===== src/rtl/core/rsr_pkg.sv =====
// Shared types and codes for the ring shortest route counter.
package rsr_pkg;

    // Node index width, fixed by the request and result fields
    localparam int NODE_W = 6;
    // Width of the ring size register
    localparam int RING_W = 7;
    // Smallest usable ring
    localparam logic [RING_W-1:0] MIN_RING = 7'd2;
    // Depth of the command queue between front and back
    localparam int CMD_DEPTH = 2;

    // Request type codes
    localparam logic REQ_ROUTE = 1'b0;
    localparam logic REQ_READ  = 1'b1;

    // Result kind codes
    localparam logic [2:0] KIND_SENT      = 3'd0;
    localparam logic [2:0] KIND_FORWARDED = 3'd1;
    localparam logic [2:0] KIND_DELIVERED = 3'd2;
    localparam logic [2:0] KIND_READOUT   = 3'd3;
    localparam logic [2:0] KIND_ERROR     = 3'd4;

    // Request transaction
    typedef struct packed {
        logic              req_type;
        logic [NODE_W-1:0] source_node;
        logic [NODE_W-1:0] target_node;
        logic [NODE_W-1:0] query_node;
    } in_t;

    // Result transaction
    typedef struct packed {
        logic [2:0]        kind;
        logic [NODE_W-1:0] at_node;
        logic [NODE_W-1:0] from_node;
        logic [NODE_W-1:0] next_node;
        logic              going_right;
        logic [31:0]       created_total;
        logic [31:0]       delivered_total;
        logic [31:0]       forwarded_total;
        logic              last;
    } out_t;

    // Classified command passed from front to back
    typedef enum logic [1:0] {
        OP_ERR,
        OP_READ,
        OP_ROUTE
    } cmd_op_t;

    typedef struct packed {
        cmd_op_t           op;
        logic [NODE_W-1:0] a_node;   // source, or query node
        logic [NODE_W-1:0] b_node;   // target, or query node
        logic              right;
    } cmd_t;

    // Counter bank control from the back end
    typedef struct packed {
        logic [NODE_W-1:0] cr_addr;
        logic [NODE_W-1:0] dl_addr;
        logic [NODE_W-1:0] fw_addr;
        logic              cr_inc;
        logic              dl_inc;
        logic              fw_inc;
    } bank_ctl_t;

endpackage


===== src/rtl/core/rsr_cmd_fifo.sv =====
// Short command queue between the front and back ends.
module rsr_cmd_fifo (
    input  logic          clk,
    input  logic          rst_n,
    input  logic          push,
    input  rsr_pkg::cmd_t push_cmd,
    input  logic          pop,
    output logic          full,
    output logic          empty,
    output rsr_pkg::cmd_t head
);
    import rsr_pkg::*;

    localparam int PTR_W = (CMD_DEPTH > 1) ? $clog2(CMD_DEPTH) : 1;
    localparam int CNT_W = $clog2(CMD_DEPTH + 1);

    cmd_t             entry_reg [CMD_DEPTH];
    logic [PTR_W-1:0] wr_ptr_reg;
    logic [PTR_W-1:0] rd_ptr_reg;
    logic [CNT_W-1:0] count_reg;
    logic             do_push;
    logic             do_pop;

    assign full    = (count_reg == CNT_W'(CMD_DEPTH));
    assign empty   = (count_reg == '0);
    assign do_push = push && !full;
    assign do_pop  = pop && !empty;
    assign head    = entry_reg[rd_ptr_reg];

    // Entry storage
    always_ff @(posedge clk)
    begin
        if (do_push)
        begin
            entry_reg[wr_ptr_reg] <= push_cmd;
        end
    end

    // Pointers and fill count
    always_ff @(posedge clk or negedge rst_n)
    begin
        if (!rst_n)
        begin
            wr_ptr_reg <= '0;
            rd_ptr_reg <= '0;
            count_reg  <= '0;
        end
        else
        begin
            if (do_push)
            begin
                wr_ptr_reg <= (wr_ptr_reg == PTR_W'(CMD_DEPTH - 1)) ? '0 : wr_ptr_reg + 1'b1;
            end
            if (do_pop)
            begin
                rd_ptr_reg <= (rd_ptr_reg == PTR_W'(CMD_DEPTH - 1)) ? '0 : rd_ptr_reg + 1'b1;
            end
            if (do_push && !do_pop)
            begin
                count_reg <= count_reg + 1'b1;
            end
            else if (do_pop && !do_push)
            begin
                count_reg <= count_reg - 1'b1;
            end
        end
    end

endmodule


===== config.mk =====
export PLATFORM = sky130hd
export DESIGN_NAME = rsr_cmd_fifo
export DESIGN_NICKNAME = d
export VERILOG_FILES = /design/src/rtl/core/rsr_pkg.sv /design/src/rtl/core/rsr_cmd_fifo.sv
export SDC_FILE = /design/constraint.sdc
export NUM_CORES = 1
export LEC_CHECK = 0
export BUFFER_PORTS_ARGS = -buffer_cell sky130_fd_sc_hd__buf_2
export CAP_MARGIN = 20
export CORE_ASPECT_RATIO = 0.7
export CORE_UTILIZATION = 35
export CTS_CLUSTER_DIAMETER = 150
export CTS_CLUSTER_SIZE = 16
export DETAILED_ROUTE_END_ITERATION = 16
export GPL_ROUTABILITY_DRIVEN = 0
export PLACE_DENSITY_LB_ADDON = 0.12
export SYNTH_ARGS = -nofsm -noshare
export SYNTH_HDL_FRONTEND = slang
export SYNTH_SLANG_ARGS = --single-unit

===== constraint.sdc =====
create_clock -name clk -period 1.9 [get_ports clk]
set_input_delay 0.095 -clock clk [delete_from_list [all_inputs] [get_ports clk]]
set_output_delay 0.095 -clock clk [all_outputs]
set_load 0.05 [all_outputs]

==> flow_summary.toml <==
[floorplanning]
rows = 18
ios = 36
core_area_um2 = 3581
dieArea_um2 = 4058
die_h_um = 53.60
initial_core_util = 0.3718
die_w_um = 75.72

[setup_path]
critPathLaunchType = "flip-flop"
crit_path_end_kind = "output port"
critical-path-max-stage-delay_ps = 610
cp_slowest_cell = "dfrtp_1"
crit_buf_inv = 2
crit_type = "flip-flop to output port"
critPathArrivalTime_ps = 1690
crit_chain = "buf_4 > mux2_4 > buf_2"
path_delay_family = "flip-flops"
path_max_fanout = 10
cp.required_ps = 1800

[power]
peakVddDrop_uv = 684.7
netSwitchingFraction = 0.4095
leakage_nw = 0.7279
p_clk_frac = 0.177
pwr-share-seq = 0.380
power_density_nw_per_um2 = 1706
power_frac_comb = 0.443
p_sw_w = 0.001231
p_int_w = 0.001775

[routing]
viasPerCell = 4.187
first_pass_iters = 3
antenna_left = 0
drc = 0
drtIter0Drc = 25
wire_per_inst_um = 12.30
finalWirelength_mm = 2.103
vias = 716

[layout]
post-route-util = 0.4920
layout.nets = 140
num_antenna_cells = 0
final_common_cell = "buf_2"
drive_gt1_frac = 0.4959
final_cell_mix = "35 x buf_2, 30 x edfxtp_1, 11 x dlygate4sd3_1"
final_cell_area_um2 = 1762
final_cells = 171
largest_reg_flops = 30
area.growth.synth_to_final_pct = 32.33

[placed_design]
placed_area_um2 = 1560
dp_cells = 152
port_buffers = 35

[logic_synthesis]
ys_ff_latch = 34
postSynthCellCount = 66
synth_area_um2 = 1331
syn_nets = 86
yosysWarnings = 0
synth_compound_area_frac = 0.003759
synth-xor-area-share = 0.03289
synth_top_area_cell = "edfxtp_1"
synthTopCellsByArea = "edfxtp_1 68%, mux2_4 10%, dfrtp_1 7.5%"
synthMuxAreaShare = 0.1523
ys_types = 15
synth_top_family_by_area = "multiplexers"
synth_simple_gate_area_frac = 0.02068
avgSynthCellArea_um2 = 20.17
yosys.area.top_type_share = 0.6767
yosysSeqAreaShare = 0.7519
synthAdderAreaFrac = 0.009398

[cts]
cts_tree = "yes"
cts_buffers = 5
cts_root_buf = "clkbuf_8"
clock_latency_ps = 280
cts_buffer_depth = 2
cts_sinks = 34
clk_pin_slew_ps = 60
htree_num_levels = 2
cts_setup_buffers = 0

[global_routing]
overflow = 0
grt_usage = 0.1195
antenna_found_initial = 0
grt_pass1_wl_mm = 3.111
grt_pass1_vias = 694
grt_start_max_net_pins = 16

[sta]
fin_crit_ps = 1782
worst_pin_slew_ps = 439.9
post-route-period-util = 0.9376
finalSetupTns_ps = 0
setup_violations = 0
maxSlewViolCount = 0
fmaxAchievable_mhz = 561.3
rsz0062_at_grt = "no"
final.setup_skew_ps = 1.169
hold_violations = 0
maxSlewHeadroom = 0.7067

[run_status]
status = "complete, no violations"

[run]
maxCapViolCount = 0

[min_path]
hold_path_class = "input pin to flip-flop"
## cell type report
class / instances / area [µm²]
multi-input cells: 28 / 291.5
well taps: 50 / 62.56
flip-flops and latches: 34 / 1001
fillers: 325 / 1819
clock buffers: 7 / 86.33
repair buffers: 49 / 307.8
clock inverters: 1 / 5.005
inverters: 2 / 7.507
## through the flow
step	setup slack, ps	hold WS [ps]	power, W
after global routing	17.97	2.080	0.003175
after CTS	67.40	0.8866	0.003047
after detailed placement	382.1	-94.45	0.002495
final	118.5	8.628	0.003006
after floorplan	211.9	-200.6	0.002273
after global placement	411.5	-94.20	0.002475
## final timing paths
check	startpoint	to	slack, ps	cells after the start
setup / recovery	rd_ptr_reg	head[11]	120	3
hold / removal	push_cmd[8]	entry_reg[1][8]	9	1
setup reg to reg	count_reg[0]	count_reg[1]	390	7
hold reg to reg	wr_ptr_reg	wr_ptr_reg	490	1
max in group asynchronous	rst_n	count_reg[0]	1630	2
min in group asynchronous	rst_n	wr_ptr_reg	150	2
## synth_stat cells
master and count:
and3_1 1, nand2b_1 1, buf_6 1, xnor2_1 3, ha_1 1, mux2_4 9
inv_1 2, xor2_1 2, buf_12 1, nand2_1 1, mux2_2 6, nor2_1 3
dfrtp_1 4, o21ai_1 1, edfxtp_1 30
## layer usage
metal | wire length [µm] | part of all wire | GRT usage | vias to the layer above
met5 | 0 | 0 | 0 | -
met4 | 32 | 0.015 | 0.07407 | 0
met3 | 124 | 0.059 | 0.05618 | 4
met2 | 970 | 0.46 | 0.1801 | 24
met1 | 975 | 0.46 | 0.1396 | 338
li1 | - | - | - | 350
## cell families after synthesis
family / count (synthesis)
AND/OR/NAND/NOR: 6
multiplexers: 15
XOR/XNOR: 5
flip-flops: 34
adder cells (fa/ha/maj): 1
AO/OA/AOI/OAI: 1
buffers and inverters: 4
## power by group through the flow
stage / Clock, W / Sequential, W / Combinational, W
finish: 0.000531 / 0.00114 / 0.00133
global route: 0.000583 / 0.00117 / 0.00142
CTS: 0.000549 / 0.00115 / 0.00135
detailed placement: 0 / 0.00116 / 0.00133
global placement: 0 / 0.00115 / 0.00132
floorplan: 0 / 0.00111 / 0.00117
## repair_timing
item                      in CTS  in global routing
hold endpoints to repair      20                  4
gates resized for setup        0                  0
hold buffers                   9                  2
No activity file was read; power rests on OpenSTA's default activity.
