$ cat src/rtl/core/rsr_pkg.sv
// Shared types and codes for the ring shortest route counter.
package rsr_pkg;

    // Node index width, fixed by the request and result fields
    localparam int NODE_W = 6;
    // Width of the ring size register
    localparam int RING_W = 7;
    // Smallest usable ring
    localparam logic [RING_W-1:0] MIN_RING = 7'd2;
    // Depth of the command queue between front and back
    localparam int CMD_DEPTH = 2;

    // Request type codes
    localparam logic REQ_ROUTE = 1'b0;
    localparam logic REQ_READ  = 1'b1;

    // Result kind codes
    localparam logic [2:0] KIND_SENT      = 3'd0;
    localparam logic [2:0] KIND_FORWARDED = 3'd1;
    localparam logic [2:0] KIND_DELIVERED = 3'd2;
    localparam logic [2:0] KIND_READOUT   = 3'd3;
    localparam logic [2:0] KIND_ERROR     = 3'd4;

    // Request transaction
    typedef struct packed {
        logic              req_type;
        logic [NODE_W-1:0] source_node;
        logic [NODE_W-1:0] target_node;
        logic [NODE_W-1:0] query_node;
    } in_t;

    // Result transaction
    typedef struct packed {
        logic [2:0]        kind;
        logic [NODE_W-1:0] at_node;
        logic [NODE_W-1:0] from_node;
        logic [NODE_W-1:0] next_node;
        logic              going_right;
        logic [31:0]       created_total;
        logic [31:0]       delivered_total;
        logic [31:0]       forwarded_total;
        logic              last;
    } out_t;

    // Classified command passed from front to back
    typedef enum logic [1:0] {
        OP_ERR,
        OP_READ,
        OP_ROUTE
    } cmd_op_t;

    typedef struct packed {
        cmd_op_t           op;
        logic [NODE_W-1:0] a_node;   // source, or query node
        logic [NODE_W-1:0] b_node;   // target, or query node
        logic              right;
    } cmd_t;

    // Counter bank control from the back end
    typedef struct packed {
        logic [NODE_W-1:0] cr_addr;
        logic [NODE_W-1:0] dl_addr;
        logic [NODE_W-1:0] fw_addr;
        logic              cr_inc;
        logic              dl_inc;
        logic              fw_inc;
    } bank_ctl_t;

endpackage

$ cat src/rtl/core/rsr_front.sv
// Front end: ring size register, request check and direction choice.
module rsr_front #(
    parameter int MAX_NODES = 64
) (
    input  logic                         clk,
    input  logic                         rst_n,
    input  logic                         start,
    output logic                         busy,
    input  rsr_pkg::in_t                 req,
    input  logic                         cfg_wr_en,
    input  logic [rsr_pkg::RING_W-1:0]   cfg_wr_data,
    input  logic                         fifo_full,
    output logic                         push,
    output rsr_pkg::cmd_t                push_cmd,
    output logic [rsr_pkg::RING_W-1:0]   ring_size
);
    import rsr_pkg::*;

    logic [RING_W-1:0] node_count_reg;
    logic [RING_W-1:0] src7;
    logic [RING_W-1:0] dst7;
    logic [RING_W-1:0] qry7;
    logic [RING_W-1:0] dist_right;
    logic              go_right;

    // Ring size register
    always_ff @(posedge clk or negedge rst_n)
    begin
        if (!rst_n)
        begin
            node_count_reg <= 7'd4;
        end
        else if (cfg_wr_en)
        begin
            node_count_reg <= cfg_wr_data;
        end
    end

    // Clamp ring size to the usable range
    always_comb
    begin
        if (node_count_reg < MIN_RING)
        begin
            ring_size = MIN_RING;
        end
        else if (node_count_reg > RING_W'(MAX_NODES))
        begin
            ring_size = RING_W'(MAX_NODES);
        end
        else
        begin
            ring_size = node_count_reg;
        end
    end

    assign busy = fifo_full;
    assign push = start && !fifo_full;

    assign src7 = {1'b0, req.source_node};
    assign dst7 = {1'b0, req.target_node};
    assign qry7 = {1'b0, req.query_node};

    // Rightward distance; go right when it is no more than half the ring
    assign dist_right = (dst7 >= src7) ? (dst7 - src7) : (dst7 + ring_size - src7);
    assign go_right   = (src7 != dst7) &&
                        (({1'b0, dist_right} << 1) <= {1'b0, ring_size});

    // Classify the request
    always_comb
    begin
        push_cmd.right = 1'b0;
        if (req.req_type == REQ_READ)
        begin
            push_cmd.op     = (qry7 >= ring_size) ? OP_ERR : OP_READ;
            push_cmd.a_node = req.query_node;
            push_cmd.b_node = req.query_node;
        end
        else
        begin
            push_cmd.a_node = req.source_node;
            push_cmd.b_node = req.target_node;
            if (src7 >= ring_size || dst7 >= ring_size)
            begin
                push_cmd.op = OP_ERR;
            end
            else
            begin
                push_cmd.op    = OP_ROUTE;
                push_cmd.right = go_right;
            end
        end
    end

endmodule

$ cat config.mk
export PLATFORM = sky130hd
export DESIGN_NAME = rsr_front
export DESIGN_NICKNAME = d
export VERILOG_FILES = /design/src/rtl/core/rsr_pkg.sv /design/src/rtl/core/rsr_front.sv
export SDC_FILE = /design/constraint.sdc
export NUM_CORES = 1
export LEC_CHECK = 0
export ABC_AREA = 1
export BUFFER_PORTS_ARGS = -buffer_cell sky130_fd_sc_hd__buf_2
export CORE_UTILIZATION = 27
export DETAILED_ROUTE_END_ITERATION = 10
export PLACE_DENSITY = 0.45
export SLEW_MARGIN = 20
export SYNTH_ARGS = -nofsm -noshare
export SYNTH_HDL_FRONTEND = slang
export SYNTH_SLANG_ARGS = --single-unit
$ cat constraint.sdc
create_clock -name clk -period 3.5 [get_ports clk]
set_input_delay 0.175 -clock clk [delete_from_list [all_inputs] [get_ports clk]]
set_output_delay 0.175 -clock clk [all_outputs]
set_load 0.02 [all_outputs]
==> run_results.csv, run 1 <==
group,metric,value,unit
sta,max_freq,275,MHz
synth,synth.avg_cell_area,6.50,um2
power,p_clk_share,13.0,%
synth,ys_types,32,
power,p_int,0.461,mW
route,route.vias.total,2004,
grt,grt_pass1_vias,1940,
synth,yosys-top-cells-area,"ha_1 (23%), nand2_1 (14%), inv_1 (13%)",
final_layout,final_core_util,40.2,%
clock_tree,htree_levels,1,
route,wl_per_cell,11.8,um
outcome,violations,"negative setup slack",
route,wl,5290,um
critical_path,cp-start-kind,"register",
sta,rsz0062_at_grt,"true",
grt,grt_usage,15.2,%
clock_tree,path_clk_slew,40,ps
grt,grt-ovfl-total,0,
die,die_h,84.8,um
die,core.rowCount,29,
route,drc,0,
critical_path,end_kind,"output pin",
synth,ys_ff_latch,7,
route,vias_per_cell,4.48,
power,vdd_drop_max,0.000235,V
critical_path,crit_arrival,3460,ps
die,num_io_pins,55,
final_layout,insertedDiodeCount,0,
grt,grt_pass1_wl,8880,um
critical_path,worstSetupPathType,"register to output pin",
power,seqPwrFrac,11.2,%
placement,place_congestion,0.815,
sta,period_minus_slack,3640,ps
synth,syn_area,1850,um2
hold_path,min-delay-path-class,"input pin to register",
run,maxCapViolCount,0,
clock_tree,insertion_delay,220,ps
placement,hpwl,4670,um
die,start_util,28.5,%
sta,setup_viol,1,
critical_path,cp-startpoint,"node_count_reg[4]",
synth,yosysSeqAreaShare,9.53,%
critical_path,r2r-start,"node_count_reg[2]",
sta,finalCritPeriodShare,104,%
sta,slew_headroom,77.8,%
route,drtIter0Drc,54,
critical_path,critPathMaxStageDelay,380,ps
power,switching_power,0.393,mW
grt,grt_max_degree,21,
clock_tree,cts_tree,"built",
route,drtPass1Iterations,4,
final_layout,regArea,176,um2
critical_path,cp_slowest_cell,"fa_2",
clock_tree,cts_buffers,3,
sta,worstMarginPinSlew,333,ps
power,powerDensity,327,nW/um2
outcome,outcome,"finished with violations",
synth,synth_fp_nets,356,
power,p_sw_share,46.0,%
die,coreArea,6490,um2
grt,antenna_found_initial,0,
synth,post-synth-top-area-cell,"ha_1",
power,comb_power_share,75.8,%
final_layout,largest_register_ffs,7,
clock_tree,cts-root-buf,"clkbuf_8",
critical_path,required,3320,ps
sta,finalHoldViolCount,0,
route,antenna_left,0,
final_layout,fillCellCount,695,
final_layout,multi_input_area,1520,um2
die,die_w,84.8,um
synth,synth.top_cell.area_share,23.0,%
critical_path,crit_top_cell,"nand2_1",
sta,clock-skew-final,0,ps
die,die_area,7190,um2
sta,fin_ws,-140,ps
power,p_leak,1.48,nW
hold_path,hp-start,"cfg_wr_data[5]",
synth,ys_warn_count,0,
placement,port_buffers,54,
synth,synthCells,285,
final_layout,final_nets,442,
sta,slew_viol_final,0,
critical_path,cp_max_fo,2,
sta,holdWs,164,ps
clock_tree,cts.sinks,7,
final_layout,synthToLayoutAreaGrowth,41.1,%
clock_tree,clockBufferDepth,2,
final_layout,final_layout_size_suffix_gt1_share,37.3,%
## worst paths after layout
check | endpoint | slack (ps) | depth (start not counted)
setup / recovery | push_cmd[0] | -140 | 25
hold / removal | node_count_reg[5] | 160 | 3
setup reg to reg | node_count_reg[2] | 2450 | 4
hold reg to reg | node_count_reg[5] | 580 | 2
max in group asynchronous | node_count_reg[2] | 2960 | 2
min in group asynchronous | node_count_reg[5] | 310 | 2
## metrics by stage
stage	setup TNS (ps)	instance area, um2	worst slack [ps]	total power [mW]	cells
after floorplan	0	1870	22.2	0.479	285
after global placement	-180	2380	-180	0.666	433
after detailed placement	-136	2380	-136	0.664	433
after CTS	-181	2590	-181	0.851	446
after global routing	-351	2610	-351	0.948	447
final	-140	2610	-140	0.854	447
## cell usage after synthesis, drive strengths merged
cell type and n:
ha 34, o211ai 1, dfstp 1, o311ai 1, nor3 1, a31oi 3
nor2 15, xnor2 2, and3 1, or2 1, nand2 75, nand3 15
fa 6, a21o 2, a21oi 13, xor2 6, dfrtp 6, mux2 2
nand4 3, mux2i 1, buf 2, inv 64, o21ai 26, clkbuf 4
## critical path, delay by kind of cell, from the launching register on
family                   cells  cell delay, ps
multiplexers                 1             190
adder cells (fa/ha/maj)      4            1100
XOR/XNOR                     1             150
AO/OA/AOI/OAI                1              50
AND/OR/NAND/NOR             11             810
buffers and inverters        7             590
flip-flops                   1             370
## logic make-up (layout without fill, tap and decap cells)
family | Yosys count | after routing | synth area share [%]
buffers and inverters | 70 | 155 | 14.5
DFF | 7 | 7 | 9.53
xor gates and xnor gates | 8 | 8 | 3.78
and+or+nand+nor | 111 | 111 | 27.4
AOI/OAI and AO/OA | 46 | 46 | 13.6
adders and majority gates | 40 | 40 | 29.5
muxes | 3 | 3 | 1.76
## what timing repair did
| action | CTS | global route |
|---|---|---|
| gates cloned | 0 | 0 |
| setup buffers | 8 | 1 |
| hold buffers | 1 | 0 |
| gates resized for setup | 27 | 9 |
| pin swaps | 11 | 14 |
| endpoints found under the setup margin | 1 | 1 |
| endpoints found under the hold margin | 7 | 0 |
## metal layers
| layer | GRT usage (%) | up-vias | share of wire (%) |
|---|---|---|---|
| li1 | - | 1076 | - |
| met4 | 1.39 | 0 | 0 |
| met5 | 0 | - | 0 |
| met2 | 28.1 | 19 | 50 |
| met3 | 0.778 | 0 | 1.1 |
| met1 | 20.3 | 909 | 48 |
## area by class of cell
| type | count | share of cell area, % |
|---|---|---|
| multi-input combinational | 208 | 58.3 |
| timing repair buffer | 87 | 20.3 |
| inverter | 64 | 9.20 |
| sequential | 7 | 6.75 |
| tap | 77 | 3.69 |
| clock buffer | 4 | 1.72 |
## cells in the final DEF (no fill, tap or decap), drive strengths merged, types with 2 or more instances in the layout
master / n
buf: 86
nand2: 75
inv: 64
ha: 34
o21ai: 26
nand3: 15
nor2: 15
a21oi: 13
xor2: 6
dfrtp: 6
fa: 6
clkbuf: 4
a31oi: 3
nand4: 3
a21o: 2
xnor2: 2
mux2: 2
## power by group through the flow
stage	Combinational (mW)	Clock [mW]	Sequential, mW
floorplan	0.385	0	0.0939
global placement	0.571	0	0.0947
detailed placement	0.570	0	0.0948
CTS	0.642	0.114	0.0956
global route	0.733	0.118	0.0968
finish	0.648	0.111	0.0958
No activity file was read; power rests on OpenSTA's default activity.
==> inputs of run 2 (changes only) <==
- RECOVER_POWER: unset -> 100
- clock period: 3.5 -> 4.1 ns (I/O delays scaled with it)
==> run_results.csv, run 2 (same netlist as run 1, synthesis figures left out) <==
group,metric,value,unit
grt,grt_max_degree,21,
run,maxCapViolCount,0,
power,p_int,0.329,mW
power,powerDensity,276,nW/um2
die,die_h,84.8,um
clock_tree,cts_buffers,3,
grt,grt_pass1_wl,8600,um
sta,max_freq,258,MHz
route,wl_per_cell,12.0,um
route,drtIter0Drc,33,
critical_path,cp_top_family,"adder cells",
clock_tree,cts-root-buf,"clkbuf_8",
sta,setup_viol,0,
grt,grt-ovfl-total,0,
grt,grt_pass1_vias,1799,
final_layout,instances_no_fill,423,
sta,slew_viol_final,0,
critical_path,cp-start-kind,"register",
placement,dp_cells,414,
critical_path,cp_slowest_cell,"dfstp_2",
critical_path,end_kind,"output pin",
power,switching_power,0.314,mW
placement,place_congestion,0.794,
critical_path,path_buf_inv,5,
die,num_io_pins,55,
route,antenna_left,0,
die,die_area,7190,um2
final_layout,mostFrequentLayoutCells,"nand2_1 (67), inv_1 (60), buf_2 (33)",
grt,grt_usage,14.9,%
critical_path,cp_max_fo,5,
placement,port_buffers,54,
power,p_sw_share,48.8,%
clock_tree,path_clk_slew,40,ps
sta,finalCritPeriodShare,94.4,%
power,comb_power_share,72.4,%
route,route.vias.total,1895,
sta,worstMarginPinSlew,746,ps
final_layout,insertedDiodeCount,0,
clock_tree,clockBufferDepth,2,
outcome,outcome,"finished clean",
hold_path,min-delay-path-class,"input pin to register",
power,p_clk_share,14.9,%
clock_tree,htree_levels,1,
critical_path,crit_arrival,3660,ps
clock_tree,cts_tree,"built",
route,wl,5080,um
sta,fin_ws,231,ps
route,vias_per_cell,4.48,
power,seqPwrFrac,12.7,%
final_layout,largest_register_ffs,7,
final_layout,mostFrequentLayoutCell,"nand2_1",
critical_path,worstSetupPathType,"register to output pin",
sta,period_minus_slack,3870,ps
grt,antenna_found_initial,0,
critical_path,crit_top_cell,"nand2_1",
placement,hpwl,4430,um
clock_tree,insertion_delay,220,ps
final_layout,final_layout_size_suffix_gt1_share,22.0,%
final_layout,synthToLayoutAreaGrowth,25.9,%
critical_path,cp_cell_sequence,"inv_1 -> nor2_1 -> inv_2 -> fa_1 -> inv_1 -> ha_1 -> a21o_1 -> a31oi_1 -> xor2_1 -> o21ai_1 -> ha_1 -> nand2_2 -> inv_1 -> nand2_1 -> nand2_1 -> nand2_1 -> nand2_1 -> nand2_1 -> nand2_1 -> nor3_2 -> buf_4",
die,die_w,84.8,um
power,p_leak,1.30,nW
die,core.rowCount,29,
route,drc,0,
clock_tree,cts.sinks,7,
critical_path,critPathMaxStageDelay,530,ps
sta,clock-skew-final,0,ps
placement,place_ws,249,ps
sta,finalHoldViolCount,0,
critical_path,required,3890,ps
sta,holdWs,184,ps
power,vdd_drop_max,0.000168,V
route,drtPass1Iterations,4,
sta,slew_headroom,50.2,%
die,start_util,28.5,%
final_layout,final_nets,418,
die,coreArea,6490,um2
-- run 2: worst min-delay path, cell delays in order --
cell	delay (ps)
buf_2	70
nand2_1	40
o21ai_0	60
-- run 2: repair_timing --
item / in CTS / in global routing
setup buffers: 0 / 4
pin swaps: 0 / 6
hold buffers: 1 / 0
gates cloned: 0 / 0
resized for setup: 1 / 16
endpoints found under the hold margin: 6 / 0
setup endpoints to repair: 1 / 1
-- run 2: final cells by class --
type                       instances  area, um2
timing repair buffer              63        314
inverter                          64        240
tap                               77       96.3
clock buffer                       4       45.0
sequential                         7        176
multi-input combinational        208       1460
fill                             727       4160
-- run 2: power by group through the flow --
stage | Sequential (mW) | Clock [mW] | Combinational, mW
final | 0.0817 | 0.0960 | 0.465
after global placement | 0.0819 | 0 | 0.438
after detailed placement | 0.0821 | 0 | 0.438
after global routing | 0.0829 | 0.104 | 0.539
after CTS | 0.0812 | 0.0987 | 0.441
after floorplan | 0.0801 | 0 | 0.321
-- run 2: worst paths after layout --
| kind | from | endpoint | slack (ps) | depth (start not counted) |
|---|---|---|---|---|
| max in group asynchronous | rst_n | node_count_reg[2] | 3390 | 2 |
| worst max-delay path | node_count_reg[2] | push_cmd[0] | 230 | 21 |
| worst min register to register | node_count_reg[2] | node_count_reg[2] | 520 | 2 |
| min in group asynchronous | rst_n | node_count_reg[5] | 400 | 2 |
| worst max register to register | node_count_reg[6] | node_count_reg[6] | 3050 | 3 |
| worst min-delay path | cfg_wr_data[3] | node_count_reg[3] | 180 | 3 |
-- run 2: per-stage QoR --
stage	power [mW]	utilization (%)	setup TNS [ps]	cell area, um2
after global placement	0.520	34.2	0	2220
final	0.643	35.9	0	2330
after floorplan	0.401	-	0	1850
after CTS	0.621	35.0	0	2280
after detailed placement	0.520	34.2	0	2220
after global routing	0.726	35.9	-35.0	2330
-- run 2: metal layers --
metal  vias to the layer above  routed length [um]  track usage, %
li1                       1028                   -               -
met1                       841                2510            20.8
met2                        21                2460            25.6
met3                         5                  66           0.292
met4                         0                  45            3.70
met5                         -                   0               0
