`src/rtl/core/rsr_pkg.sv`:
```
// Shared types and codes for the ring shortest route counter.
package rsr_pkg;

    // Node index width, fixed by the request and result fields
    localparam int NODE_W = 6;
    // Width of the ring size register
    localparam int RING_W = 7;
    // Smallest usable ring
    localparam logic [RING_W-1:0] MIN_RING = 7'd2;
    // Depth of the command queue between front and back
    localparam int CMD_DEPTH = 2;

    // Request type codes
    localparam logic REQ_ROUTE = 1'b0;
    localparam logic REQ_READ  = 1'b1;

    // Result kind codes
    localparam logic [2:0] KIND_SENT      = 3'd0;
    localparam logic [2:0] KIND_FORWARDED = 3'd1;
    localparam logic [2:0] KIND_DELIVERED = 3'd2;
    localparam logic [2:0] KIND_READOUT   = 3'd3;
    localparam logic [2:0] KIND_ERROR     = 3'd4;

    // Request transaction
    typedef struct packed {
        logic              req_type;
        logic [NODE_W-1:0] source_node;
        logic [NODE_W-1:0] target_node;
        logic [NODE_W-1:0] query_node;
    } in_t;

    // Result transaction
    typedef struct packed {
        logic [2:0]        kind;
        logic [NODE_W-1:0] at_node;
        logic [NODE_W-1:0] from_node;
        logic [NODE_W-1:0] next_node;
        logic              going_right;
        logic [31:0]       created_total;
        logic [31:0]       delivered_total;
        logic [31:0]       forwarded_total;
        logic              last;
    } out_t;

    // Classified command passed from front to back
    typedef enum logic [1:0] {
        OP_ERR,
        OP_READ,
        OP_ROUTE
    } cmd_op_t;

    typedef struct packed {
        cmd_op_t           op;
        logic [NODE_W-1:0] a_node;   // source, or query node
        logic [NODE_W-1:0] b_node;   // target, or query node
        logic              right;
    } cmd_t;

    // Counter bank control from the back end
    typedef struct packed {
        logic [NODE_W-1:0] cr_addr;
        logic [NODE_W-1:0] dl_addr;
        logic [NODE_W-1:0] fw_addr;
        logic              cr_inc;
        logic              dl_inc;
        logic              fw_inc;
    } bank_ctl_t;

endpackage

```
`src/rtl/core/rsr_back.sv`:
```
// Back end: walks the ring hop by hop, drives counter updates and results.
module rsr_back #(
    parameter int COUNT_WIDTH = 32
) (
    input  logic                         clk,
    input  logic                         rst_n,
    input  logic                         empty,
    input  rsr_pkg::cmd_t                head,
    output logic                         pop,
    input  logic [rsr_pkg::RING_W-1:0]   ring_size,
    output rsr_pkg::bank_ctl_t           bank_ctl,
    input  logic [COUNT_WIDTH-1:0]       created,
    input  logic [COUNT_WIDTH-1:0]       delivered,
    input  logic [COUNT_WIDTH-1:0]       forwarded,
    output rsr_pkg::out_t                result,
    output logic                         strobe
);
    import rsr_pkg::*;

    typedef enum logic [1:0] {
        ST_IDLE,
        ST_READOUT,
        ST_FIRST,
        ST_WALK
    } state_t;

    state_t            state_reg,   state_next;
    logic [NODE_W-1:0] a_reg,       a_next;
    logic [NODE_W-1:0] b_reg,       b_next;
    logic [NODE_W-1:0] cur_reg,     cur_next;
    logic [NODE_W-1:0] prev_reg,    prev_next;
    logic              right_reg,   right_next;
    logic              fw_pend_reg, fw_pend_next;
    out_t              res_reg,     res_next;
    logic              strobe_reg,  strobe_next;

    logic [NODE_W-1:0] step_pt;
    logic [NODE_W-1:0] step_nx;
    logic [63:0]       cr_wide;
    logic [63:0]       dl_wide;
    logic [63:0]       fw_wide;

    // Neighbor of the current hop point in the travel direction
    assign step_pt = (state_reg == ST_WALK) ? cur_reg : a_reg;
    always_comb
    begin
        if (right_reg)
        begin
            step_nx = (({1'b0, step_pt} + 1'b1) >= ring_size) ? '0 : step_pt + 1'b1;
        end
        else
        begin
            step_nx = (step_pt == '0) ? NODE_W'(ring_size - 1'b1) : step_pt - 1'b1;
        end
    end

    assign cr_wide = 64'(created);
    assign dl_wide = 64'(delivered);
    assign fw_wide = 64'(forwarded);

    // Counter bank reads and increments
    assign bank_ctl.cr_addr = head.a_node;
    assign bank_ctl.dl_addr = (head.op == OP_READ) ? head.a_node : head.b_node;
    assign bank_ctl.fw_addr = (state_reg == ST_WALK) ? cur_reg : head.a_node;
    assign bank_ctl.cr_inc  = (state_reg == ST_FIRST);
    assign bank_ctl.dl_inc  = (state_reg == ST_FIRST);
    assign bank_ctl.fw_inc  = fw_pend_reg;

    assign pop    = (state_reg == ST_IDLE) && !empty;
    assign result = res_reg;
    assign strobe = strobe_reg;

    // Sequencer next state
    always_comb
    begin
        state_next   = state_reg;
        a_next       = a_reg;
        b_next       = b_reg;
        cur_next     = cur_reg;
        prev_next    = prev_reg;
        right_next   = right_reg;
        fw_pend_next = 1'b0;
        res_next     = res_reg;
        strobe_next  = 1'b0;

        unique case (state_reg)
            ST_IDLE:
            begin
                if (!empty)
                begin
                    a_next     = head.a_node;
                    b_next     = head.b_node;
                    right_next = head.right;
                    unique case (head.op)
                        OP_ERR:
                        begin
                            res_next             = '0;
                            res_next.kind        = KIND_ERROR;
                            res_next.at_node     = head.a_node;
                            res_next.from_node   = head.a_node;
                            res_next.next_node   = head.b_node;
                            res_next.last        = 1'b1;
                            strobe_next          = 1'b1;
                        end
                        OP_READ:
                        begin
                            state_next = ST_READOUT;
                        end
                        OP_ROUTE:
                        begin
                            state_next = ST_FIRST;
                        end
                        default:
                        begin
                            state_next = ST_IDLE;
                        end
                    endcase
                end
            end

            ST_READOUT:
            begin
                res_next                 = '0;
                res_next.kind            = KIND_READOUT;
                res_next.at_node         = a_reg;
                res_next.from_node       = a_reg;
                res_next.next_node       = a_reg;
                res_next.created_total   = cr_wide[31:0];
                res_next.delivered_total = dl_wide[31:0];
                res_next.forwarded_total = fw_wide[31:0];
                res_next.last            = 1'b1;
                strobe_next              = 1'b1;
                state_next               = ST_IDLE;
            end

            ST_FIRST:
            begin
                res_next             = '0;
                res_next.at_node     = a_reg;
                res_next.from_node   = a_reg;
                res_next.going_right = right_reg;
                strobe_next          = 1'b1;
                if (a_reg == b_reg)
                begin
                    // source is the target: delivered at once
                    res_next.kind      = KIND_DELIVERED;
                    res_next.next_node = a_reg;
                    res_next.last      = 1'b1;
                    state_next         = ST_IDLE;
                end
                else
                begin
                    res_next.kind      = KIND_SENT;
                    res_next.next_node = step_nx;
                    prev_next          = a_reg;
                    cur_next           = step_nx;
                    state_next         = ST_WALK;
                end
            end

            ST_WALK:
            begin
                res_next             = '0;
                res_next.at_node     = cur_reg;
                res_next.from_node   = prev_reg;
                res_next.going_right = right_reg;
                strobe_next          = 1'b1;
                if (cur_reg == b_reg)
                begin
                    res_next.kind      = KIND_DELIVERED;
                    res_next.next_node = cur_reg;
                    res_next.last      = 1'b1;
                    state_next         = ST_IDLE;
                end
                else
                begin
                    // intermediate node: bump its forwarded count next cycle
                    res_next.kind      = KIND_FORWARDED;
                    res_next.next_node = step_nx;
                    fw_pend_next       = 1'b1;
                    prev_next          = cur_reg;
                    cur_next           = step_nx;
                end
            end

            default:
            begin
                state_next = ST_IDLE;
            end
        endcase
    end

    // State and registered outputs
    always_ff @(posedge clk or negedge rst_n)
    begin
        if (!rst_n)
        begin
            state_reg   <= ST_IDLE;
            a_reg       <= '0;
            b_reg       <= '0;
            cur_reg     <= '0;
            prev_reg    <= '0;
            right_reg   <= 1'b0;
            fw_pend_reg <= 1'b0;
            res_reg     <= '0;
            strobe_reg  <= 1'b0;
        end
        else
        begin
            state_reg   <= state_next;
            a_reg       <= a_next;
            b_reg       <= b_next;
            cur_reg     <= cur_next;
            prev_reg    <= prev_next;
            right_reg   <= right_next;
            fw_pend_reg <= fw_pend_next;
            res_reg     <= res_next;
            strobe_reg  <= strobe_next;
        end
    end

    // Final result of a transaction always returns the sequencer to idle
    a_last_idle: assert property (@(posedge clk) disable iff (!rst_n)
        strobe_reg && res_reg.last |-> state_reg == ST_IDLE)
        else $error("last result while sequencer busy");

    // Forwarded count updates only follow a walk hop
    a_fw_after_walk: assert property (@(posedge clk) disable iff (!rst_n)
        fw_pend_reg |-> $past(state_reg) == ST_WALK && strobe_reg &&
                        res_reg.kind == KIND_FORWARDED)
        else $error("forwarded update without forwarded hop");

    // The walk always moves to a new node
    a_walk_moves: assert property (@(posedge clk) disable iff (!rst_n)
        state_reg == ST_WALK |-> cur_reg != prev_reg)
        else $error("walk did not advance");

endmodule

```
`config.mk`:
```
export PLATFORM = sky130hd
export DESIGN_NAME = rsr_back
export DESIGN_NICKNAME = d
export VERILOG_FILES = /design/src/rtl/core/rsr_pkg.sv /design/src/rtl/core/rsr_back.sv
export SDC_FILE = /design/constraint.sdc
export NUM_CORES = 1
export LEC_CHECK = 0
export BUFFER_PORTS_ARGS = -buffer_cell sky130_fd_sc_hd__buf_4
export CAP_MARGIN = 20
export CORE_MARGIN = 10
export CORE_UTILIZATION = 38
export DETAILED_ROUTE_END_ITERATION = 8
export PLACE_DENSITY_LB_ADDON = 0.3
export SLEW_MARGIN = 20
export SYNTH_ARGS = -nofsm -noshare
export SYNTH_HDL_FRONTEND = slang
export SYNTH_SLANG_ARGS = --single-unit
```
`constraint.sdc`:
```
create_clock -name clk -period 4.05 [get_ports clk]
set_clock_uncertainty 0.15 [all_clocks]
set_input_delay 0.2025 -clock clk [delete_from_list [all_inputs] [get_ports clk]]
set_output_delay 0.2025 -clock clk [all_outputs]
set_load 0.01 [all_outputs]
```
==> impl_metrics.xml, run 1 <==
<?xml version="1.0" encoding="UTF-8"?>
<metrics>
  <group name="status">
    <metric name="outcome" unit="">completed</metric>
  </group>
  <group name="min_path">
    <metric name="worst_hold_path_type" unit="">primary input to register</metric>
    <metric name="worstHoldEndpoint" unit="">result[118]$_DFFE_PN0P_</metric>
    <metric name="worst_hold_path.num_cells" unit="">5</metric>
    <metric name="min-delay-start" unit="">empty</metric>
  </group>
  <group name="clocking">
    <metric name="clk-insertion-delay-late" unit="ns">0.42</metric>
    <metric name="cts_inserted_buffers" unit="">17</metric>
    <metric name="clk_pin_slew" unit="ns">0.06</metric>
    <metric name="clkSinkCount" unit="">148</metric>
    <metric name="longest_clk_path_bufs" unit="">2</metric>
    <metric name="cts_root_buffer" unit="">sky130_fd_sc_hd__clkbuf_16</metric>
    <metric name="post_cts_resized" unit="">0</metric>
    <metric name="cts.htree.levels" unit="">4</metric>
    <metric name="ctsHoldBuffers" unit="">112</metric>
    <metric name="post-cts-setup-buffer-count" unit="">0</metric>
    <metric name="tritoncts" unit="">done</metric>
  </group>
  <group name="cells_and_area">
    <metric name="drive_above_1_share" unit="%">36.6</metric>
    <metric name="num-nets-final" unit="">1056</metric>
    <metric name="area.growth.synth_to_final" unit="%">56.5</metric>
    <metric name="fill_cells" unit="">1385</metric>
    <metric name="largest_register_ffs" unit="">119</metric>
  </group>
  <group name="sta">
    <metric name="fmaxAchievable" unit="GHz">0.319</metric>
    <metric name="timing_max_transition_violations_final" unit="">0</metric>
    <metric name="finalCriticalPeriod" unit="ns">3.13</metric>
    <metric name="fin_setup_tns" unit="ns">0</metric>
    <metric name="setup_viol" unit="">0</metric>
    <metric name="timing_hold_violations_final" unit="">0</metric>
    <metric name="grt_setup_unrepaired" unit="">false</metric>
    <metric name="min_period_over_period" unit="%">77.4</metric>
    <metric name="tightestPinTransition" unit="ns">1.07</metric>
    <metric name="timing.slew.headroom" unit="%">28.4</metric>
  </group>
  <group name="setup_path">
    <metric name="worst-r2r-cell-count" unit="">12</metric>
    <metric name="r2r_slack" unit="ns">0.92</metric>
    <metric name="cp.required" unit="ns">4.24</metric>
    <metric name="start_kind" unit="">register</metric>
    <metric name="reg2reg_to" unit="">result[99]$_DFFE_PN0P_</metric>
    <metric name="worstReg2RegStart" unit="">state_reg[1]$_DFFE_PN0P_</metric>
    <metric name="critPathKind" unit="">register to register</metric>
    <metric name="critical_path.max_fanout" unit="">14</metric>
    <metric name="cp-end-kind" unit="">register</metric>
    <metric name="critPathArrivalTime" unit="ns">3.32</metric>
  </group>
  <group name="synth">
    <metric name="yosys_warnings" unit="">0</metric>
    <metric name="synth_area_per_cell" unit="µm²">11.7</metric>
    <metric name="synthFlopType" unit="">sky130_fd_sc_hd__dfrtp_1</metric>
    <metric name="synth_edf_count" unit="">0</metric>
    <metric name="synthArstFlopShare" unit="%">100</metric>
    <metric name="ys_seq_elements" unit="">148</metric>
    <metric name="ys_seq_area_share" unit="%">55.1</metric>
    <metric name="netlist_area" unit="µm²">6720</metric>
    <metric name="synth.lib_cells_used.distinct" unit="">55</metric>
    <metric name="syn_inst" unit="">573</metric>
    <metric name="syn-num-nets" unit="">703</metric>
  </group>
  <group name="grt">
    <metric name="via_count_of_the_first_global_routing_pass" unit="">6592</metric>
    <metric name="pin_count_of_the_biggest_net_entering_global_routing" unit="">98</metric>
    <metric name="globalRouteTotalUtil" unit="%">20.7</metric>
    <metric name="grt_remaining_overflow" unit="">0</metric>
    <metric name="grt_pass1_wl" unit="mm">38.6</metric>
    <metric name="antenna_found_initial" unit="">2</metric>
  </group>
  <group name="power">
    <metric name="power.density_cell_area" unit="nW/µm²">813</metric>
    <metric name="post-layout-total-power" unit="W">0.00855</metric>
    <metric name="vdd_ir_drop_max" unit="V">0.000359</metric>
    <metric name="leakage" unit="nW">5.25</metric>
  </group>
  <group name="floorplan">
    <metric name="chipHeight" unit="µm">153</metric>
    <metric name="floorplan.die.width" unit="µm">153</metric>
    <metric name="number_of_placement_rows" unit="">48</metric>
    <metric name="initial_utilization" unit="%">38.8</metric>
    <metric name="floorplan.io_pins" unit="">263</metric>
    <metric name="die_outline_area" unit="µm²">23400</metric>
    <metric name="placeableCoreArea" unit="µm²">17300</metric>
  </group>
  <group name="routing">
    <metric name="drt_pre_antenna_iters" unit="">5</metric>
    <metric name="route.vias.total" unit="">6110</metric>
    <metric name="routed_wire_length_per_instance" unit="µm">21.5</metric>
    <metric name="drc" unit="">0</metric>
    <metric name="drt.antenna.violating_nets" unit="">0</metric>
    <metric name="route.final.wire_length" unit="mm">25.0</metric>
    <metric name="route.detailed.vias_per_inst" unit="">5.24</metric>
    <metric name="dr.first_iter.drc_count" unit="">409</metric>
  </group>
  <group name="placement">
    <metric name="dp_hpwl" unit="mm">17.0</metric>
    <metric name="io_buffers" unit="">262</metric>
    <metric name="place_congestion" unit="">0.891</metric>
  </group>
  <group name="run">
    <metric name="count_of_maximum_capacitance_violations" unit="">0</metric>
  </group>
</metrics>
[cell type report]
class                      instances  area [µm²]  share of cell area, %
sequential                       148        3700                   35.2
tap                              225         282                   2.68
antenna                            2        5.00                 0.0476
clock buffer                      20         457                   4.34
timing repair buffer             385        3190                   30.3
inverter                          16        60.1                  0.571
clock inverter                    12         140                   1.33
multi-input combinational        358        2680                   25.5
[cell usage after synthesis (9+ instances only)]
| cell type | instances | area share (%) |
|---|---|---|
| sky130_fd_sc_hd__dfrtp_1 | 148 | 55 |
| sky130_fd_sc_hd__nor2_1 | 11 | 0.61 |
| sky130_fd_sc_hd__mux2i_1 | 11 | 1.6 |
| sky130_fd_sc_hd__buf_4 | 10 | 1.1 |
| sky130_fd_sc_hd__a21o_1 | 12 | 1.3 |
| sky130_fd_sc_hd__mux2_2 | 25 | 4.2 |
| sky130_fd_sc_hd__nor3_1 | 9 | 0.67 |
| sky130_fd_sc_hd__a21oi_1 | 13 | 0.97 |
| sky130_fd_sc_hd__clkbuf_1 | 24 | 1.3 |
| sky130_fd_sc_hd__o21ai_0 | 15 | 1.1 |
| sky130_fd_sc_hd__inv_1 | 16 | 0.89 |
| sky130_fd_sc_hd__ha_1 | 9 | 1.7 |
| sky130_fd_sc_hd__a22o_1 | 98 | 13 |
| sky130_fd_sc_hd__nand2_1 | 64 | 3.6 |
| sky130_fd_sc_hd__xnor2_1 | 12 | 1.6 |
[critical path, cell delays in order (launching register included)]
cell and delay, ns:
sky130_fd_sc_hd__dfrtp_1 0.52, sky130_fd_sc_hd__nand2_1 0.25, sky130_fd_sc_hd__buf_4 0.26, sky130_fd_sc_hd__a21o_1 0.29, sky130_fd_sc_hd__xnor2_1 0.28, sky130_fd_sc_hd__ha_1 0.29
sky130_fd_sc_hd__a21oi_1 0.15, sky130_fd_sc_hd__o2111ai_1 0.11, sky130_fd_sc_hd__a21oi_1 0.19, sky130_fd_sc_hd__buf_4 0.18, sky130_fd_sc_hd__o2bb2ai_1 0.14, sky130_fd_sc_hd__nand2b_1 0.07
sky130_fd_sc_hd__a22oi_1 0.16
[per-layer routing]
layer  wire length (µm)  vias up  track usage (%)  share of wire (%)
met2              12000      278             33.1                 48
met5                  0        -                0                  0
met1               9970     2979             24.5                 40
met3               2280       52             7.77                9.1
met4                767        0             8.45                3.1
li1                   -     2801                -                  -
[metrics by stage]
| stage | cells | worst slack [ns] | utilization [%] | instance area (µm²) | hold slack, ns |
|---|---|---|---|---|---|
| 2_1_floorplan | 573 | 0.908 | - | 6720 | -0.243 |
| 3_3_place_gp | 1020 | 1.06 | 50.8 | 8790 | 0.174 |
| 3_5_place_dp | 1020 | 0.953 | 50.8 | 8790 | 0.174 |
| 4_1_cts | 1164 | 0.947 | 60.7 | 10500 | 0.114 |
| 5_1_grt | 1166 | 0.624 | 60.8 | 10500 | 0.142 |
| 6_report | 1166 | 0.915 | 60.8 | 10500 | 0.138 |
[power by group]
part / total, W / switching, W / internal [W]
Clock: 0.00160 / 0.000653 / 0.000950
Combinational: 0.00415 / 0.00216 / 0.00200
Sequential: 0.00279 / 0.000605 / 0.00219
Total: 0.00855 / 0.00342 / 0.00513
[cell families (layout without fill, tap and decap cells)]
kind of cell             count (synthesis)  in the layout  synth area share, %
buffers and inverters                   67            433                 5.23
flip-flops                             148            148                 55.1
XOR/XNOR                                20             20                 2.72
other                                    0              2                    0
AO/OA/AOI/OAI                          174            174                 21.1
multiplexers                            36             36                 5.83
AND/OR/NAND/NOR                        119            119                 8.34
adder cells (fa/ha/maj)                  9              9                 1.68
[how the worst max path moves through the flow]
stage                                         from                       to  depth (start not counted)
after global placement    state_reg[1]$_DFFE_PN0P_  result[100]$_DFFE_PN0P_                         12
after floorplan           state_reg[0]$_DFFE_PN0P_   result[98]$_DFFE_PN0P_                         16
after detailed placement  state_reg[1]$_DFFE_PN0P_   cur_reg[2]$_DFFE_PN0P_                         12
final                     state_reg[1]$_DFFE_PN0P_   result[99]$_DFFE_PN0P_                         12
after global routing      state_reg[1]$_DFFE_PN0P_   result[98]$_DFFE_PN0P_                         13
after CTS                 state_reg[1]$_DFFE_PN0P_  result[100]$_DFFE_PN0P_                         12
[cells in the final DEF (no fill, tap or decap), types with 5 or more instances in the layout]
cell	instances
sky130_fd_sc_hd__a21o_1	12
sky130_fd_sc_hd__a21oi_1	13
sky130_fd_sc_hd__a221oi_1	5
sky130_fd_sc_hd__a22o_1	98
sky130_fd_sc_hd__a22oi_1	8
sky130_fd_sc_hd__and3_1	6
sky130_fd_sc_hd__buf_4	271
sky130_fd_sc_hd__clkbuf_16	17
sky130_fd_sc_hd__dfrtp_1	148
sky130_fd_sc_hd__dlygate4sd3_1	112
sky130_fd_sc_hd__ha_1	9
sky130_fd_sc_hd__inv_1	16
sky130_fd_sc_hd__inv_6	5
sky130_fd_sc_hd__mux2_2	25
sky130_fd_sc_hd__mux2i_1	11
sky130_fd_sc_hd__nand2_1	64
sky130_fd_sc_hd__nor2_1	10
sky130_fd_sc_hd__nor3_1	9
sky130_fd_sc_hd__o21ai_0	15
sky130_fd_sc_hd__xnor2_1	12
sky130_fd_sc_hd__xor2_1	7
No activity file was read; power rests on OpenSTA's default activity.
==> run 2: changes to the inputs <==
Clock period 4.05 ns to 3 ns, I/O delays scaled along.
==> impl_metrics.xml, run 2 (synthesis gave the netlist of run 1 again) <==
<?xml version="1.0" encoding="UTF-8"?>
<metrics>
  <group name="sta">
    <metric name="min_period_over_period" unit="%">95.5</metric>
    <metric name="timing_max_transition_violations_final" unit="">0</metric>
    <metric name="finalCriticalPeriod" unit="ns">2.86</metric>
    <metric name="fin_setup_tns" unit="ns">0</metric>
    <metric name="tightestPinTransition" unit="ns">1.05</metric>
    <metric name="timing_hold_violations_final" unit="">0</metric>
    <metric name="timing.slew.headroom" unit="%">30.2</metric>
    <metric name="setup_viol" unit="">0</metric>
    <metric name="fmaxAchievable" unit="GHz">0.349</metric>
    <metric name="hold-worst-slack" unit="ns">0.0479</metric>
  </group>
  <group name="routing">
    <metric name="routed_wire_length_per_instance" unit="µm">21.7</metric>
    <metric name="route.detailed.vias_per_inst" unit="">5.35</metric>
    <metric name="route.final.wire_length" unit="mm">25.9</metric>
    <metric name="drt.antenna.violating_nets" unit="">0</metric>
    <metric name="route.vias.total" unit="">6364</metric>
    <metric name="drc" unit="">0</metric>
    <metric name="drt_pre_antenna_iters" unit="">6</metric>
    <metric name="dr.first_iter.drc_count" unit="">474</metric>
  </group>
  <group name="run">
    <metric name="count_of_maximum_capacitance_violations" unit="">0</metric>
  </group>
  <group name="cells_and_area">
    <metric name="area.growth.synth_to_final" unit="%">59.7</metric>
    <metric name="final_core_utilization" unit="%">62.0</metric>
    <metric name="fill_cells" unit="">1395</metric>
    <metric name="regArea" unit="µm²">3710</metric>
    <metric name="multi_input_area" unit="µm²">2720</metric>
    <metric name="largest_register_ffs" unit="">119</metric>
    <metric name="postLayoutCellArea" unit="µm²">10700</metric>
    <metric name="num-nets-final" unit="">1080</metric>
    <metric name="final_common_cell" unit="">sky130_fd_sc_hd__buf_4</metric>
    <metric name="layout_common_cells" unit="">sky130_fd_sc_hd__buf_4 (292), sky130_fd_sc_hd__dfrtp_1 (145), sky130_fd_sc_hd__dlygate4sd3_1 (112)</metric>
    <metric name="drive_above_1_share" unit="%">39.4</metric>
  </group>
  <group name="clocking">
    <metric name="cts_root_buffer" unit="">sky130_fd_sc_hd__clkbuf_16</metric>
    <metric name="cts.htree.levels" unit="">4</metric>
    <metric name="clkSinkCount" unit="">148</metric>
    <metric name="longest_clk_path_bufs" unit="">2</metric>
    <metric name="cts_inserted_buffers" unit="">17</metric>
    <metric name="tritoncts" unit="">done</metric>
    <metric name="clk-insertion-delay-late" unit="ns">0.42</metric>
    <metric name="clk_pin_slew" unit="ns">0.07</metric>
  </group>
  <group name="grt">
    <metric name="globalRouteTotalUtil" unit="%">21.2</metric>
    <metric name="pin_count_of_the_biggest_net_entering_global_routing" unit="">97</metric>
    <metric name="grt_remaining_overflow" unit="">0</metric>
    <metric name="grt_pass1_wl" unit="mm">39.2</metric>
    <metric name="antenna_found_initial" unit="">2</metric>
    <metric name="via_count_of_the_first_global_routing_pass" unit="">6717</metric>
  </group>
  <group name="floorplan">
    <metric name="number_of_placement_rows" unit="">48</metric>
    <metric name="chipHeight" unit="µm">153</metric>
    <metric name="floorplan.io_pins" unit="">263</metric>
    <metric name="floorplan.die.width" unit="µm">153</metric>
    <metric name="initial_utilization" unit="%">38.8</metric>
    <metric name="placeableCoreArea" unit="µm²">17300</metric>
    <metric name="die_outline_area" unit="µm²">23400</metric>
  </group>
  <group name="power">
    <metric name="power.density_cell_area" unit="nW/µm²">1100</metric>
    <metric name="vdd_ir_drop_max" unit="V">0.000507</metric>
    <metric name="leakage" unit="nW">5.39</metric>
    <metric name="post-layout-total-power" unit="W">0.0118</metric>
  </group>
  <group name="setup_path">
    <metric name="critPathBufInv" unit="">0</metric>
    <metric name="cp-end-kind" unit="">register</metric>
    <metric name="critical_path.max_fanout" unit="">7</metric>
    <metric name="critPathTopFamily" unit="">compound AO/OA/AOI/OAI gates</metric>
    <metric name="critPathKind" unit="">register to register</metric>
    <metric name="critPathArrivalTime" unit="ns">3.05</metric>
    <metric name="cp.required" unit="ns">3.19</metric>
    <metric name="start_kind" unit="">register</metric>
    <metric name="worstPathCellList" unit="">and3_1, a21o_1, ha_1, nand2_1, xnor2_2, ha_1, a21oi_1, o2111ai_1, a21oi_2, a21oi_1, or3_1, a32oi_1</metric>
    <metric name="crit_path_max_incr_delay" unit="ns">0.47</metric>
    <metric name="critPathSlowestCell" unit="">sky130_fd_sc_hd__dfrtp_2</metric>
  </group>
  <group name="placement">
    <metric name="placed_cell_area" unit="µm²">8970</metric>
    <metric name="dp_hpwl" unit="mm">18.2</metric>
    <metric name="place_congestion" unit="">1.00</metric>
    <metric name="io_buffers" unit="">262</metric>
  </group>
  <group name="min_path">
    <metric name="worst_hold_path_type" unit="">primary input to asynchronous set/reset pin</metric>
  </group>
  <group name="status">
    <metric name="outcome" unit="">completed</metric>
  </group>
</metrics>
## run 2: repair_timing
action / CTS / global route
hold buffers: 112 / 0
setup endpoints to repair: 0 / 10
setup buffers: 0 / 4
gates resized for setup: 0 / 10
hold endpoints to repair: 233 / 0
## run 2: path summary, 6_finish.rpt
| check | from | to | slack [ns] | cells after the start |
|---|---|---|---|---|
| worst min register to register | result[0]$_DFFE_PN0P_ | result[0]$_DFFE_PN0P_ | 0.34 | 1 |
| worst max register to register | cur_reg[0]$_DFFE_PN0P_ | result[98]$_DFFE_PN0P_ | 0.14 | 12 |
| min in group clk | empty | result[118]$_DFFE_PN0P_ | 0.07 | 5 |
| worst min-delay path | rst_n | result[74]$_DFFE_PN0P_ | 0.05 | 2 |
| max in group asynchronous | rst_n | result[41]$_DFFE_PN0P_ | 1.74 | 3 |
| worst max-delay path | cur_reg[0]$_DFFE_PN0P_ | result[98]$_DFFE_PN0P_ | 0.14 | 12 |
## run 2: worst reg2reg max path, stage by stage (launching register included)
cell,delay (ns)
sky130_fd_sc_hd__dfrtp_2,0.47
sky130_fd_sc_hd__and3_1,0.24
sky130_fd_sc_hd__a21o_1,0.16
sky130_fd_sc_hd__ha_1,0.23
sky130_fd_sc_hd__nand2_1,0.11
sky130_fd_sc_hd__xnor2_2,0.14
sky130_fd_sc_hd__ha_1,0.29
sky130_fd_sc_hd__a21oi_1,0.14
sky130_fd_sc_hd__o2111ai_1,0.13
sky130_fd_sc_hd__a21oi_2,0.15
sky130_fd_sc_hd__a21oi_1,0.05
sky130_fd_sc_hd__or3_1,0.35
sky130_fd_sc_hd__a32oi_1,0.17
## run 2: metrics by stage
step                      cells  setup WS, ns
after global placement     1040         0.163
after global routing       1190       -0.0378
after detailed placement   1040         0.141
after floorplan             573        0.0148
final                      1190         0.136
after CTS                  1184         0.124
## run 2: metal layers
layer / global-route usage, % / share of wire, % / vias to the layer above
met5: 0 / 0 / -
met1: 25.5 / 40 / 3162
li1: - / - / 2851
met3: 7.77 / 9.0 / 48
met4: 7.36 / 2.4 / 0
met2: 34.3 / 48 / 303
## run 2: area by class of cell
| cell class | count | area share (%) |
|---|---|---|
| diodes | 2 | 0.0467 |
| clock inverters | 13 | 1.12 |
| flip-flops and latches | 148 | 34.6 |
| clock buffers | 19 | 4.13 |
| inverters | 16 | 0.560 |
| repair buffers | 409 | 31.6 |
| well taps | 225 | 2.62 |
| multi-input cells | 358 | 25.4 |
## run 2: report_power, final
| group | switching (W) | internal (W) | leakage [nW] |
|---|---|---|---|
| combinational | 0.00313 | 0.00296 | 3.21 |
| clock | 0.000929 | 0.00111 | 0.276 |
| sequential | 0.000721 | 0.00296 | 1.90 |
| total | 0.00478 | 0.00703 | 5.39 |
